$ cat src/rtl/core/adcas_pkg.sv
// ----------------------------------------------------------------------------
// adcas_pkg
// Shared widths, register indexes and controller/datapath interface types
// for the two-channel averaging and voltage scaling core.
// ----------------------------------------------------------------------------
package adcas_pkg;

    // Sample and accumulator widths
    localparam int SAMPLE_WIDTH = 24;
    localparam int MAX_AVERAGE  = 50;
    localparam int ACC_W        = 31;
    localparam int CNT_W        = 6;
    localparam int RES_W        = 5;
    localparam int GAIN_W       = 3;
    localparam int VOLT_W       = 21;
    localparam int MAX_DROP     = 12;
    localparam int DROP_W       = 4;
    localparam int SHIFT_W      = 5;

    // Full scale in microvolts: 1.197 V / 1.5
    localparam int FULL_SCALE_UV = 798000;
    localparam int SCALE_W       = 21;
    localparam int PROD_W        = SAMPLE_WIDTH + SCALE_W;

    // Divider step counter
    localparam int STEP_W = $clog2(ACC_W);

    // Stream and configuration port widths
    localparam int IN_TDATA_W  = ((SAMPLE_WIDTH + 7) / 8) * 8;
    localparam int OUT_TDATA_W = ((SAMPLE_WIDTH + VOLT_W + 7) / 8) * 8;
    localparam int CFG_IDX_W   = 2;
    localparam int CFG_DATA_W  = 6;

    // Configuration register indexes
    localparam logic [CFG_IDX_W-1:0] CFG_SAMPLE_COUNT = 2'd0;
    localparam logic [CFG_IDX_W-1:0] CFG_RESOLUTION   = 2'd1;
    localparam logic [CFG_IDX_W-1:0] CFG_GAIN_CH0     = 2'd2;
    localparam logic [CFG_IDX_W-1:0] CFG_GAIN_CH1     = 2'd3;

    // Commands from the controller to the datapath
    typedef struct packed {
        logic load_in;   // capture the accepted request
        logic accum;     // add sample to channel sum, start divide on full burst
        logic sat;       // saturate quotient, drop low bits
        logic mul;       // multiply by full scale
        logic out_load;  // shift to microvolts, load output register
    } t_dp_cmd;

    // Status from the datapath to the controller
    typedef struct packed {
        logic complete;  // burst of the current channel is full
        logic div_done;  // quotient is ready
        logic out_free;  // output register can take a result
    } t_dp_stat;

endpackage

$ cat src/rtl/core/adcas_div.sv
// ----------------------------------------------------------------------------
// adcas_div
// Restoring divider of the signed burst sum by the unsigned sample count,
// one quotient bit per cycle, truncating toward zero.
// ----------------------------------------------------------------------------
module adcas_div
    import adcas_pkg::*;
(
    input  logic                    i_clk,
    input  logic                    i_rst_n,
    input  logic                    i_start,
    input  logic signed [ACC_W-1:0] i_dividend,
    input  logic [CNT_W-1:0]        i_divisor,
    output logic                    o_done,
    output logic signed [ACC_W-1:0] o_quotient
);

    logic               r_busy;
    logic               r_done;
    logic [STEP_W-1:0]  r_step;
    logic [ACC_W-1:0]   r_work;
    logic [CNT_W-1:0]   r_rem;
    logic [CNT_W-1:0]   r_div;
    logic               r_neg;

    logic [CNT_W:0]     w_trial;
    logic               w_fits;
    logic [CNT_W:0]     w_rem_next;

    // Trial subtract of one step
    assign w_trial    = {r_rem, r_work[ACC_W-1]};
    assign w_fits     = (w_trial >= {1'b0, r_div});
    assign w_rem_next = w_fits ? (w_trial - {1'b0, r_div}) : w_trial;

    // Control: busy flag, step count, done pulse
    always_ff @(posedge i_clk) begin
        if (!i_rst_n) begin
            r_busy <= 1'b0;
            r_done <= 1'b0;
            r_step <= '0;
        end else begin
            r_done <= 1'b0;
            if (i_start) begin
                r_busy <= 1'b1;
                r_step <= '0;
            end else if (r_busy) begin
                r_step <= r_step + STEP_W'(1);
                if (r_step == STEP_W'(ACC_W - 1)) begin
                    r_busy <= 1'b0;
                    r_done <= 1'b1;
                end
            end
        end
    end

    // Shift dividend magnitude out, quotient bits in
    always_ff @(posedge i_clk) begin
        if (i_start) begin
            r_neg  <= i_dividend[ACC_W-1];
            r_work <= i_dividend[ACC_W-1] ? unsigned'(-i_dividend) : unsigned'(i_dividend);
            r_rem  <= '0;
            r_div  <= i_divisor;
        end else if (r_busy) begin
            r_work <= {r_work[ACC_W-2:0], w_fits};
            r_rem  <= w_rem_next[CNT_W-1:0];
        end
    end

    // Restore the sign of the quotient
    assign o_quotient = r_neg ? -signed'(r_work) : signed'(r_work);
    assign o_done     = r_done;

endmodule

$ cat src/rtl/core/adcas_dp.sv
// ----------------------------------------------------------------------------
// adcas_dp
// Datapath: configuration registers, per-channel sums and fills, divider,
// resolution drop, microvolt scaling and the output register.
// ----------------------------------------------------------------------------
module adcas_dp
    import adcas_pkg::*;
(
    input  logic                           i_clk,
    input  logic                           i_rst_n,
    input  logic                           i_cfg_we,
    input  logic [CFG_IDX_W-1:0]           i_cfg_idx,
    input  logic [CFG_DATA_W-1:0]          i_cfg_data,
    input  t_dp_cmd                        i_cmd,
    output t_dp_stat                       o_stat,
    input  logic signed [SAMPLE_WIDTH-1:0] i_raw_code,
    input  logic                           i_channel,
    input  logic                           i_m_tready,
    output logic                           o_m_valid,
    output logic                           o_out_channel,
    output logic signed [SAMPLE_WIDTH-1:0] o_average_code,
    output logic signed [VOLT_W-1:0]       o_voltage_uv
);

    localparam logic signed [ACC_W-1:0] SAT_HI = ACC_W'((1 << (SAMPLE_WIDTH - 1)) - 1);
    localparam logic signed [ACC_W-1:0] SAT_LO = ACC_W'(-(1 << (SAMPLE_WIDTH - 1)));
    localparam logic signed [SCALE_W-1:0] SCALE = SCALE_W'(FULL_SCALE_UV);

    // Configuration
    logic [CNT_W-1:0]  r_cfg_count;
    logic [RES_W-1:0]  r_cfg_res;
    logic [GAIN_W-1:0] r_cfg_gain0;
    logic [GAIN_W-1:0] r_cfg_gain1;

    // Channel state and working registers
    logic signed [ACC_W-1:0]        r_acc [2];
    logic [CNT_W-1:0]               r_fill [2];
    logic signed [SAMPLE_WIDTH-1:0] r_sample;
    logic                           r_ch;
    logic signed [SAMPLE_WIDTH-1:0] r_code;
    logic signed [SAMPLE_WIDTH-1:0] r_scaled;
    logic signed [PROD_W-1:0]       r_prod;

    // Output register
    logic                           r_o_valid;
    logic                           r_o_ch;
    logic signed [SAMPLE_WIDTH-1:0] r_o_code;
    logic signed [VOLT_W-1:0]       r_o_volt;

    logic [CNT_W-1:0]               w_count;
    logic signed [ACC_W-1:0]        w_sum;
    logic [CNT_W:0]                 w_fill_inc;
    logic                           w_complete;
    logic                           w_div_start;
    logic                           w_div_done;
    logic signed [ACC_W-1:0]        w_quot;
    logic signed [SAMPLE_WIDTH-1:0] w_avg;
    logic [RES_W-1:0]               w_drop_full;
    logic [DROP_W-1:0]              w_drop;
    logic signed [SAMPLE_WIDTH-1:0] w_code;
    logic [GAIN_W-1:0]              w_gain;
    logic [SHIFT_W-1:0]             w_shift;
    logic signed [PROD_W-1:0]       w_volt_full;
    logic                           w_out_free;

    // Write configuration registers
    always_ff @(posedge i_clk) begin
        if (!i_rst_n) begin
            r_cfg_count <= CNT_W'(1);
            r_cfg_res   <= RES_W'(SAMPLE_WIDTH);
            r_cfg_gain0 <= '0;
            r_cfg_gain1 <= '0;
        end else if (i_cfg_we) begin
            case (i_cfg_idx)
                CFG_SAMPLE_COUNT: r_cfg_count <= i_cfg_data;
                CFG_RESOLUTION:   r_cfg_res   <= i_cfg_data[RES_W-1:0];
                CFG_GAIN_CH0:     r_cfg_gain0 <= i_cfg_data[GAIN_W-1:0];
                CFG_GAIN_CH1:     r_cfg_gain1 <= i_cfg_data[GAIN_W-1:0];
                default: ;
            endcase
        end
    end

    // Clamp the sample count to one through the maximum
    always_comb begin
        if (r_cfg_count == '0) begin
            w_count = CNT_W'(1);
        end else if (r_cfg_count > CNT_W'(MAX_AVERAGE)) begin
            w_count = CNT_W'(MAX_AVERAGE);
        end else begin
            w_count = r_cfg_count;
        end
    end

    // Add the sample and check for a full burst
    assign w_sum       = r_acc[r_ch] + ACC_W'(r_sample);
    assign w_fill_inc  = {1'b0, r_fill[r_ch]} + (CNT_W+1)'(1);
    assign w_complete  = (w_fill_inc >= {1'b0, w_count});
    assign w_div_start = i_cmd.accum && w_complete;

    // Capture the request
    always_ff @(posedge i_clk) begin
        if (i_cmd.load_in) begin
            r_sample <= i_raw_code;
            r_ch     <= i_channel;
        end
    end

    // Hold or clear the channel sums and fills
    always_ff @(posedge i_clk) begin
        if (!i_rst_n) begin
            r_acc[0]  <= '0;
            r_acc[1]  <= '0;
            r_fill[0] <= '0;
            r_fill[1] <= '0;
        end else if (i_cmd.accum) begin
            if (w_complete) begin
                r_acc[r_ch]  <= '0;
                r_fill[r_ch] <= '0;
            end else begin
                r_acc[r_ch]  <= w_sum;
                r_fill[r_ch] <= w_fill_inc[CNT_W-1:0];
            end
        end
    end

    adcas_div u_div (
        .i_clk      (i_clk),
        .i_rst_n    (i_rst_n),
        .i_start    (w_div_start),
        .i_dividend (w_sum),
        .i_divisor  (w_count),
        .o_done     (w_div_done),
        .o_quotient (w_quot)
    );

    // Saturate the quotient to the sample range
    always_comb begin
        if (w_quot > SAT_HI) begin
            w_avg = SAT_HI[SAMPLE_WIDTH-1:0];
        end else if (w_quot < SAT_LO) begin
            w_avg = SAT_LO[SAMPLE_WIDTH-1:0];
        end else begin
            w_avg = w_quot[SAMPLE_WIDTH-1:0];
        end
    end

    // Number of low bits to drop
    assign w_drop_full = RES_W'(SAMPLE_WIDTH) - r_cfg_res;
    always_comb begin
        if (r_cfg_res >= RES_W'(SAMPLE_WIDTH)) begin
            w_drop = '0;
        end else if (r_cfg_res < RES_W'(SAMPLE_WIDTH - MAX_DROP)) begin
            w_drop = DROP_W'(MAX_DROP);
        end else begin
            w_drop = w_drop_full[DROP_W-1:0];
        end
    end

    assign w_code = w_avg >>> w_drop;

    // Reduce, multiply by full scale
    always_ff @(posedge i_clk) begin
        if (i_cmd.sat) begin
            r_code   <= w_code;
            r_scaled <= w_code <<< w_drop;
        end
        if (i_cmd.mul) begin
            r_prod <= r_scaled * SCALE;
        end
    end

    // Divide by two to the 23 plus gain
    assign w_gain      = r_ch ? r_cfg_gain1 : r_cfg_gain0;
    assign w_shift     = SHIFT_W'(SAMPLE_WIDTH - 1) + SHIFT_W'(w_gain);
    assign w_volt_full = r_prod >>> w_shift;

    // Output register
    assign w_out_free = !r_o_valid || i_m_tready;

    always_ff @(posedge i_clk) begin
        if (!i_rst_n) begin
            r_o_valid <= 1'b0;
        end else if (i_cmd.out_load) begin
            r_o_valid <= 1'b1;
        end else if (i_m_tready) begin
            r_o_valid <= 1'b0;
        end
    end

    always_ff @(posedge i_clk) begin
        if (i_cmd.out_load) begin
            r_o_ch   <= r_ch;
            r_o_code <= r_code;
            r_o_volt <= w_volt_full[VOLT_W-1:0];
        end
    end

    assign o_stat.complete = w_complete;
    assign o_stat.div_done = w_div_done;
    assign o_stat.out_free = w_out_free;

    assign o_m_valid      = r_o_valid;
    assign o_out_channel  = r_o_ch;
    assign o_average_code = r_o_code;
    assign o_voltage_uv   = r_o_volt;

    // A waiting result is never overwritten
    a_no_overwrite: assert property (@(posedge i_clk) disable iff (!i_rst_n)
        i_cmd.out_load |-> (!r_o_valid || i_m_tready))
        else $error("output register overwritten while a result waits");

    // Fills stay below the largest burst
    a_fill_bound: assert property (@(posedge i_clk) disable iff (!i_rst_n)
        (r_fill[0] < CNT_W'(MAX_AVERAGE)) && (r_fill[1] < CNT_W'(MAX_AVERAGE)))
        else $error("channel fill out of range");

    // A full burst clears its channel
    a_burst_clears: assert property (@(posedge i_clk) disable iff (!i_rst_n)
        w_div_start |=> ((r_fill[r_ch] == '0) && (r_acc[r_ch] == '0)))
        else $error("channel state not cleared after a full burst");

    // Saturation only follows a finished divide
    a_sat_after_div: assert property (@(posedge i_clk) disable iff (!i_rst_n)
        i_cmd.sat |-> $past(w_div_done))
        else $error("quotient used before divide finished");

endmodule

$ cat src/rtl/core/adcas_ctrl.sv
// ----------------------------------------------------------------------------
// adcas_ctrl
// Controller: accepts a request, sequences accumulate and, on a full burst,
// divide, reduce, multiply and output load.
// ----------------------------------------------------------------------------
module adcas_ctrl
    import adcas_pkg::*;
(
    input  logic     i_clk,
    input  logic     i_rst_n,
    input  logic     i_s_valid,
    output logic     o_s_ready,
    input  t_dp_stat i_stat,
    output t_dp_cmd  o_cmd
);

    localparam logic [2:0] ST_IDLE = 3'd0;
    localparam logic [2:0] ST_ACC  = 3'd1;
    localparam logic [2:0] ST_DIV  = 3'd2;
    localparam logic [2:0] ST_SAT  = 3'd3;
    localparam logic [2:0] ST_MUL  = 3'd4;
    localparam logic [2:0] ST_OUT  = 3'd5;

    logic [2:0] r_state;
    logic [2:0] n_state;

    // Advance the state
    always_ff @(posedge i_clk) begin
        if (!i_rst_n) begin
            r_state <= ST_IDLE;
        end else begin
            r_state <= n_state;
        end
    end

    // Next state and commands
    always_comb begin
        n_state = r_state;
        o_cmd   = '0;
        case (r_state)
            ST_IDLE: begin
                if (i_s_valid) begin
                    o_cmd.load_in = 1'b1;
                    n_state       = ST_ACC;
                end
            end
            ST_ACC: begin
                o_cmd.accum = 1'b1;
                n_state     = i_stat.complete ? ST_DIV : ST_IDLE;
            end
            ST_DIV: begin
                if (i_stat.div_done) begin
                    n_state = ST_SAT;
                end
            end
            ST_SAT: begin
                o_cmd.sat = 1'b1;
                n_state   = ST_MUL;
            end
            ST_MUL: begin
                o_cmd.mul = 1'b1;
                n_state   = ST_OUT;
            end
            ST_OUT: begin
                if (i_stat.out_free) begin
                    o_cmd.out_load = 1'b1;
                    n_state        = ST_IDLE;
                end
            end
            default: begin
                n_state = ST_IDLE;
            end
        endcase
    end

    assign o_s_ready = (r_state == ST_IDLE);

endmodule

$ cat src/rtl/core/adc_average_scale_to_voltage_core.sv
// ----------------------------------------------------------------------------
// adc_average_scale_to_voltage_core
// Two-channel boxcar averager of converter codes with resolution drop and
// conversion to microvolts.
//
//  channel   dir  fields (low bit up)                       handshake
//  s_axis    in   tdata: raw_code[23:0]; tuser: channel     tvalid/tready
//  m_axis    out  tdata: average_code[23:0],                tvalid/tready
//                 voltage_uv[44:24], zero[47:45];
//                 tuser: out_channel
//  cfg       in   idx 0..3, data[5:0]                       i_cfg_we
//
// A sample that does not complete a burst is accepted, then accumulated.
// A sample that completes a burst is accepted and accumulated, then takes 31
// restoring divider steps plus done, reduce, multiply and output load.
// Reset clears the channel sums and fills at once; no clearing pass.
// The output register holds a result while m_axis_tready is low; the next
// request is accepted meanwhile, and a new result waits until it is taken.
// ----------------------------------------------------------------------------
module adc_average_scale_to_voltage_core
    import adcas_pkg::*;
(
    input  logic                   i_clk,
    input  logic                   i_rst_n,
    input  logic                   i_cfg_we,
    input  logic [CFG_IDX_W-1:0]   i_cfg_idx,
    input  logic [CFG_DATA_W-1:0]  i_cfg_data,
    input  logic                   s_axis_tvalid,
    output logic                   s_axis_tready,
    input  logic [IN_TDATA_W-1:0]  s_axis_tdata,   // raw_code[23:0]
    input  logic                   s_axis_tuser,   // channel
    output logic                   m_axis_tvalid,
    input  logic                   m_axis_tready,
    output logic [OUT_TDATA_W-1:0] m_axis_tdata,   // average_code[23:0], voltage_uv[44:24]
    output logic                   m_axis_tuser    // out_channel
);

    t_dp_cmd                        w_cmd;
    t_dp_stat                       w_stat;
    logic signed [SAMPLE_WIDTH-1:0] w_average_code;
    logic signed [VOLT_W-1:0]       w_voltage_uv;

    adcas_ctrl u_ctrl (
        .i_clk     (i_clk),
        .i_rst_n   (i_rst_n),
        .i_s_valid (s_axis_tvalid),
        .o_s_ready (s_axis_tready),
        .i_stat    (w_stat),
        .o_cmd     (w_cmd)
    );

    adcas_dp u_dp (
        .i_clk          (i_clk),
        .i_rst_n        (i_rst_n),
        .i_cfg_we       (i_cfg_we),
        .i_cfg_idx      (i_cfg_idx),
        .i_cfg_data     (i_cfg_data),
        .i_cmd          (w_cmd),
        .o_stat         (w_stat),
        .i_raw_code     (signed'(s_axis_tdata[SAMPLE_WIDTH-1:0])),
        .i_channel      (s_axis_tuser),
        .i_m_tready     (m_axis_tready),
        .o_m_valid      (m_axis_tvalid),
        .o_out_channel  (m_axis_tuser),
        .o_average_code (w_average_code),
        .o_voltage_uv   (w_voltage_uv)
    );

    // Pack result fields, pad to whole bytes
    assign m_axis_tdata = {{(OUT_TDATA_W - SAMPLE_WIDTH - VOLT_W){1'b0}},
                           w_voltage_uv, w_average_code};

endmodule
$ cat config.mk
export PLATFORM = sky130hd
export DESIGN_NAME = adc_average_scale_to_voltage_core
export DESIGN_NICKNAME = d
export VERILOG_FILES = /design/src/rtl/core/adcas_pkg.sv /design/src/rtl/core/adcas_div.sv /design/src/rtl/core/adcas_dp.sv /design/src/rtl/core/adcas_ctrl.sv /design/src/rtl/core/adc_average_scale_to_voltage_core.sv
export SDC_FILE = /design/constraint.sdc
export NUM_CORES = 1
export LEC_CHECK = 0
export BUFFER_PORTS_ARGS = -buffer_cell sky130_fd_sc_hd__buf_2
export CAP_MARGIN = 20
export CORE_MARGIN = 3
export CORE_UTILIZATION = 55
export CTS_CLUSTER_DIAMETER = 40
export DETAILED_ROUTE_END_ITERATION = 6
export GPL_ROUTABILITY_DRIVEN = 0
export PLACE_DENSITY = 0.73
export SLEW_MARGIN = 30
export SYNTH_ARGS = -nofsm -noshare
export SYNTH_HDL_FRONTEND = slang
export SYNTH_HIERARCHICAL = 1
export SYNTH_SLANG_ARGS = --single-unit
$ cat constraint.sdc
create_clock -name i_clk -period 6.7 [get_ports i_clk]
set_input_delay 0.335 -clock i_clk [delete_from_list [all_inputs] [get_ports i_clk]]
set_output_delay 0.335 -clock i_clk [all_outputs]
set_load 0.02 [all_outputs]
==> run metrics <==
status=finished clean; fillers=3610; synthesized area per cell=10.0 sq um; final net count=2932; CORE AREA=44300 sq um; critical path class=reg -> reg; pwr/cell area=276 nW/um^2; wire per inst=18.3 microns; Post-synth EDFFs=260; clk slew on worst S/H paths=0.05 ns; largest family of logic cells by synthesized area=adder cells; I/O pin cnt=89; post-synthesis cell type count=109; Adder-Cell Fraction of Synth Area=19.8%; CTS tree=built; worst hold margin=0.0437 ns; vias in the first global route=18700; Leakage=11.9 nW; grt total ovfl=0; CP Launch Type=register; Via Count=18800; Layout Skew=0.0462 ns; number of antenna violations at the first check in global routing=0; final cell count without fillers=3194; Die Ht=218 microns; setup violators final=0; DRT Wirelength=58.3 mm; fin crit period=6.53 ns; CTS Buf Count=44; Starting Density=55.8%; mux cell area share after synthesis=6.82%; Worst Path Max Fanout=7; complex-gate fraction of the synthesized area=14.3%; maximum buffer depth of the clock tree=3; Period Utilization, post-route=97.4%; Mapped Cells=2468; remaining routing DRC violations=0; WP data required=6.99 ns; first-pass GRT wire length=93.8 mm; DR pass1 iterations=6; Area growth, synth to finish=11.4%; Hold Crit Class=in -> reg; worst path cell trace=buf_4, ha_1, xor2_1, ha_1, ha_1, fa_1, fa_1, inv_1, fa_1, inv_1, ha_1, and3_1, a221o_1, or4_4, o211ai_2, a31oi_2, o211ai_2, a311oi_4, a2111o_1, a21oi_2, xnor2_1; total die area=47500 sq um; DR vias/cell=5.90; CP Capture Type=register; ANT nets after route=0; share of cells above drive strength 1=12.1%; area of the mapped netlist=24700 sq um; CP peak stage delay=0.54 ns; sequential-to-total area share from yosys stat=34.4%; simple-gate area share of the yosys netlist=12.4%; CTS Sinks=295; CP max stage cell=fa_1; CP most frequent cell=ha_1; Ant. Diodes=0; Synth Area in XOR/XNOR=5.42%; warnings from Yosys=6; max cap viols=0; Post-DP HPWL=44.3 mm; asr flop ratio synth=0%; slew margin rel.=39.3%; Cells after DPL=3075; Max IR drop VDD=0.242 mV; overall die width=218 microns; H-Tree Depth=2; transition time of the tightest slew-check pin=0.907 ns; num rows=77; count of input and output buffers=85; global-route usage over all layers=24.2%; max-slew violations=0; Clock Latency Late Sink=0.58 ns; drt initial violations=1525; fmax=0.153 GHz; Fin. Hold Viols=0; Worst Path Buf+Inv=3; largest net degree at the start of global routing=50; CTS root buf=clkbuf_16; Synth Register Bits=295; top_reg_cell synth=edfxtp_1; crit-path leading delay family=adder cells; final core utilization=62.1%; worst path arrival time=6.82 ns
Yosys cell counts, drive strengths merged (44+ instances only):
cell type | count | share of area (%)
a21oi | 128 | 2.7
buf | 44 | 1.1
clkbuf | 54 | 0.82
edfxtp | 260 | 32
fa | 110 | 8.9
ha | 216 | 11
inv | 319 | 4.8
mux2i | 114 | 4.6
nand2 | 135 | 2.1
nand3 | 45 | 0.95
nor2 | 215 | 3.3
nor3 | 44 | 1.0
o21ai | 85 | 1.7
xnor2 | 69 | 2.4
xor2 | 84 | 3.0
cell usage in the layout, fill, tap and decap left out, types with 8 or more instances in the layout:
cell type      netlist  routed
xnor2_1             69      68
o41ai_1             10      10
nor3_1              41      41
fa_1               110     110
and2_1              15      14
inv_1              318     318
mux2_2              39      39
o221ai_1            10      10
a22oi_1              8       8
edfxtp_1           260     260
dlygate4sd3_1        0      26
nand4_1             12      12
a21o_1              34      34
nor4_1              11      11
ha_1               216     213
and3_1              10      10
mux2i_1            114     113
buf_2               14      85
nor2_1             214     211
xor2_1              84      83
o21ai_0             76      75
a221oi_1             9       9
o31ai_1             26      26
nand3_1             43      43
clkbuf_16            0      45
o22ai_1              8       8
a21oi_1            126     125
nand2_1            132     132
dfxtp_1             35      33
a211oi_1            21      21
nor2b_1             35      35
or3_1                8       8
o21a_1              18      18
nor3b_1             10      10
inv_4                0       8
nand2b_1            33      33
o21ai_1              8       8
a31oi_1             26      25
o211ai_1            21      21
buf_4               13      39
flip-flops by register name, indices dropped and copies added, names as in the netlist, named ones only:
name	cells
u_dp/r_acc	62
u_dp/u_div/r_work	31
u_dp/r_prod	29
u_dp/o_average_code	24
u_dp/r_code	24
u_dp/r_sample	24
u_dp/r_scaled	24
u_dp/o_voltage_uv	21
u_dp/r_fill	12
u_dp/r_cfg_count	6
u_dp/u_div/r_div	6
u_dp/u_div/r_rem	6
u_dp/r_cfg_res	5
u_dp/u_div/r_step	5
u_ctrl/r_state	3
u_dp/r_cfg_gain0	3
u_dp/r_cfg_gain1	3
u_dp/o_m_valid	1
u_dp/o_out_channel	1
u_dp/r_ch	1
u_dp/u_div/o_done	1
u_dp/u_div/r_busy	1
u_dp/u_div/r_neg	1
per-stage QoR:
step | setup slack, ns | total power [mW] | setup TNS, ns | instance area [sq um]
after global placement | 0.353 | 5.21 | 0 | 25700
after CTS | 0.0926 | 7.58 | 0 | 27400
after detailed placement | 0.166 | 5.31 | 0 | 25700
after global routing | -0.0261 | 8.08 | -0.0261 | 27500
final | 0.174 | 7.60 | 0 | 27500
after floorplan | 0.652 | 4.64 | 0 | 24700
layer usage:
metal / routed length (microns) / vias to the layer above / GRT usage [%] / share of wire [%]
li1: - / 8963 / - / -
met4: 2410 / 0 / 9.63 / 4.1
met3: 2880 / 191 / 3.27 / 4.9
met2: 29400 / 618 / 43.5 / 50
met1: 23600 / 9070 / 29.4 / 40
met5: 0 / - / 0 / 0
power by group:
| group | switching, mW | leakage, nW | internal [mW] |
|---|---|---|---|
| Combinational | 1.81 | 8.47 | 1.22 |
| Clock | 0.898 | 0.720 | 1.33 |
| Sequential | 0.101 | 2.76 | 2.25 |
| Total | 2.81 | 11.9 | 4.79 |
cell type report:
cell class / instances / area (sq um) / area share (%)
Multi-Input combinational cell: 1755 / 14600 / 53.2
Sequential cell: 295 / 8510 / 30.9
Tap cell: 592 / 741 / 2.69
Inverter: 322 / 1210 / 4.39
Clock inverter: 29 / 287 / 1.04
Timing Repair Buffer: 150 / 978 / 3.55
Clock buffer: 51 / 1170 / 4.24
worst register-to-register path, delay by kind of cell, from the launching register on:
kind,cells,cell delay [ns]
xor gates and xnor gates,2,0.31
buffers and inverters,3,0.28
and+or+nand+nor,2,0.67
adders and majority gates,7,2.81
AOI/OAI and AO/OA,7,1.78
DFF,1,0.42
kinds of logic after synthesis:
| kind of cell | Yosys count |
|---|---|
| AND/OR/NAND/NOR | 614 |
| AO/OA/AOI/OAI | 501 |
| buffers and inverters | 420 |
| adder cells (fa/ha/maj) | 326 |
| flip-flops | 295 |
| multiplexers | 158 |
| XOR/XNOR | 153 |
| other | 1 |
final timing paths:
kind                                     from                                to  slack, ns  cells past startpoint
setup / recovery  u_dp/r_scaled[10]$_DFFE_PP_         u_dp/r_prod[40]$_DFFE_PP_       0.17                     21
hold / removal                  i_cfg_data[3]    u_dp/r_cfg_res[3]$_SDFFE_PN1P_       0.04                      3
setup reg to reg  u_dp/r_scaled[10]$_DFFE_PP_         u_dp/r_prod[40]$_DFFE_PP_       0.17                     21
hold reg to reg      u_dp/r_code[3]$_DFFE_PP_  u_dp/o_average_code[3]$_DFFE_PP_       0.42                      0
timing repair:
item	CTS	global route
endpoints found under the hold margin	27	0
endpoints found under the setup margin	0	4
setup buffers	0	13
gates resized for setup	0	5
hold buffers	26	0
Note: power is estimated with default switching activity, not from simulation.
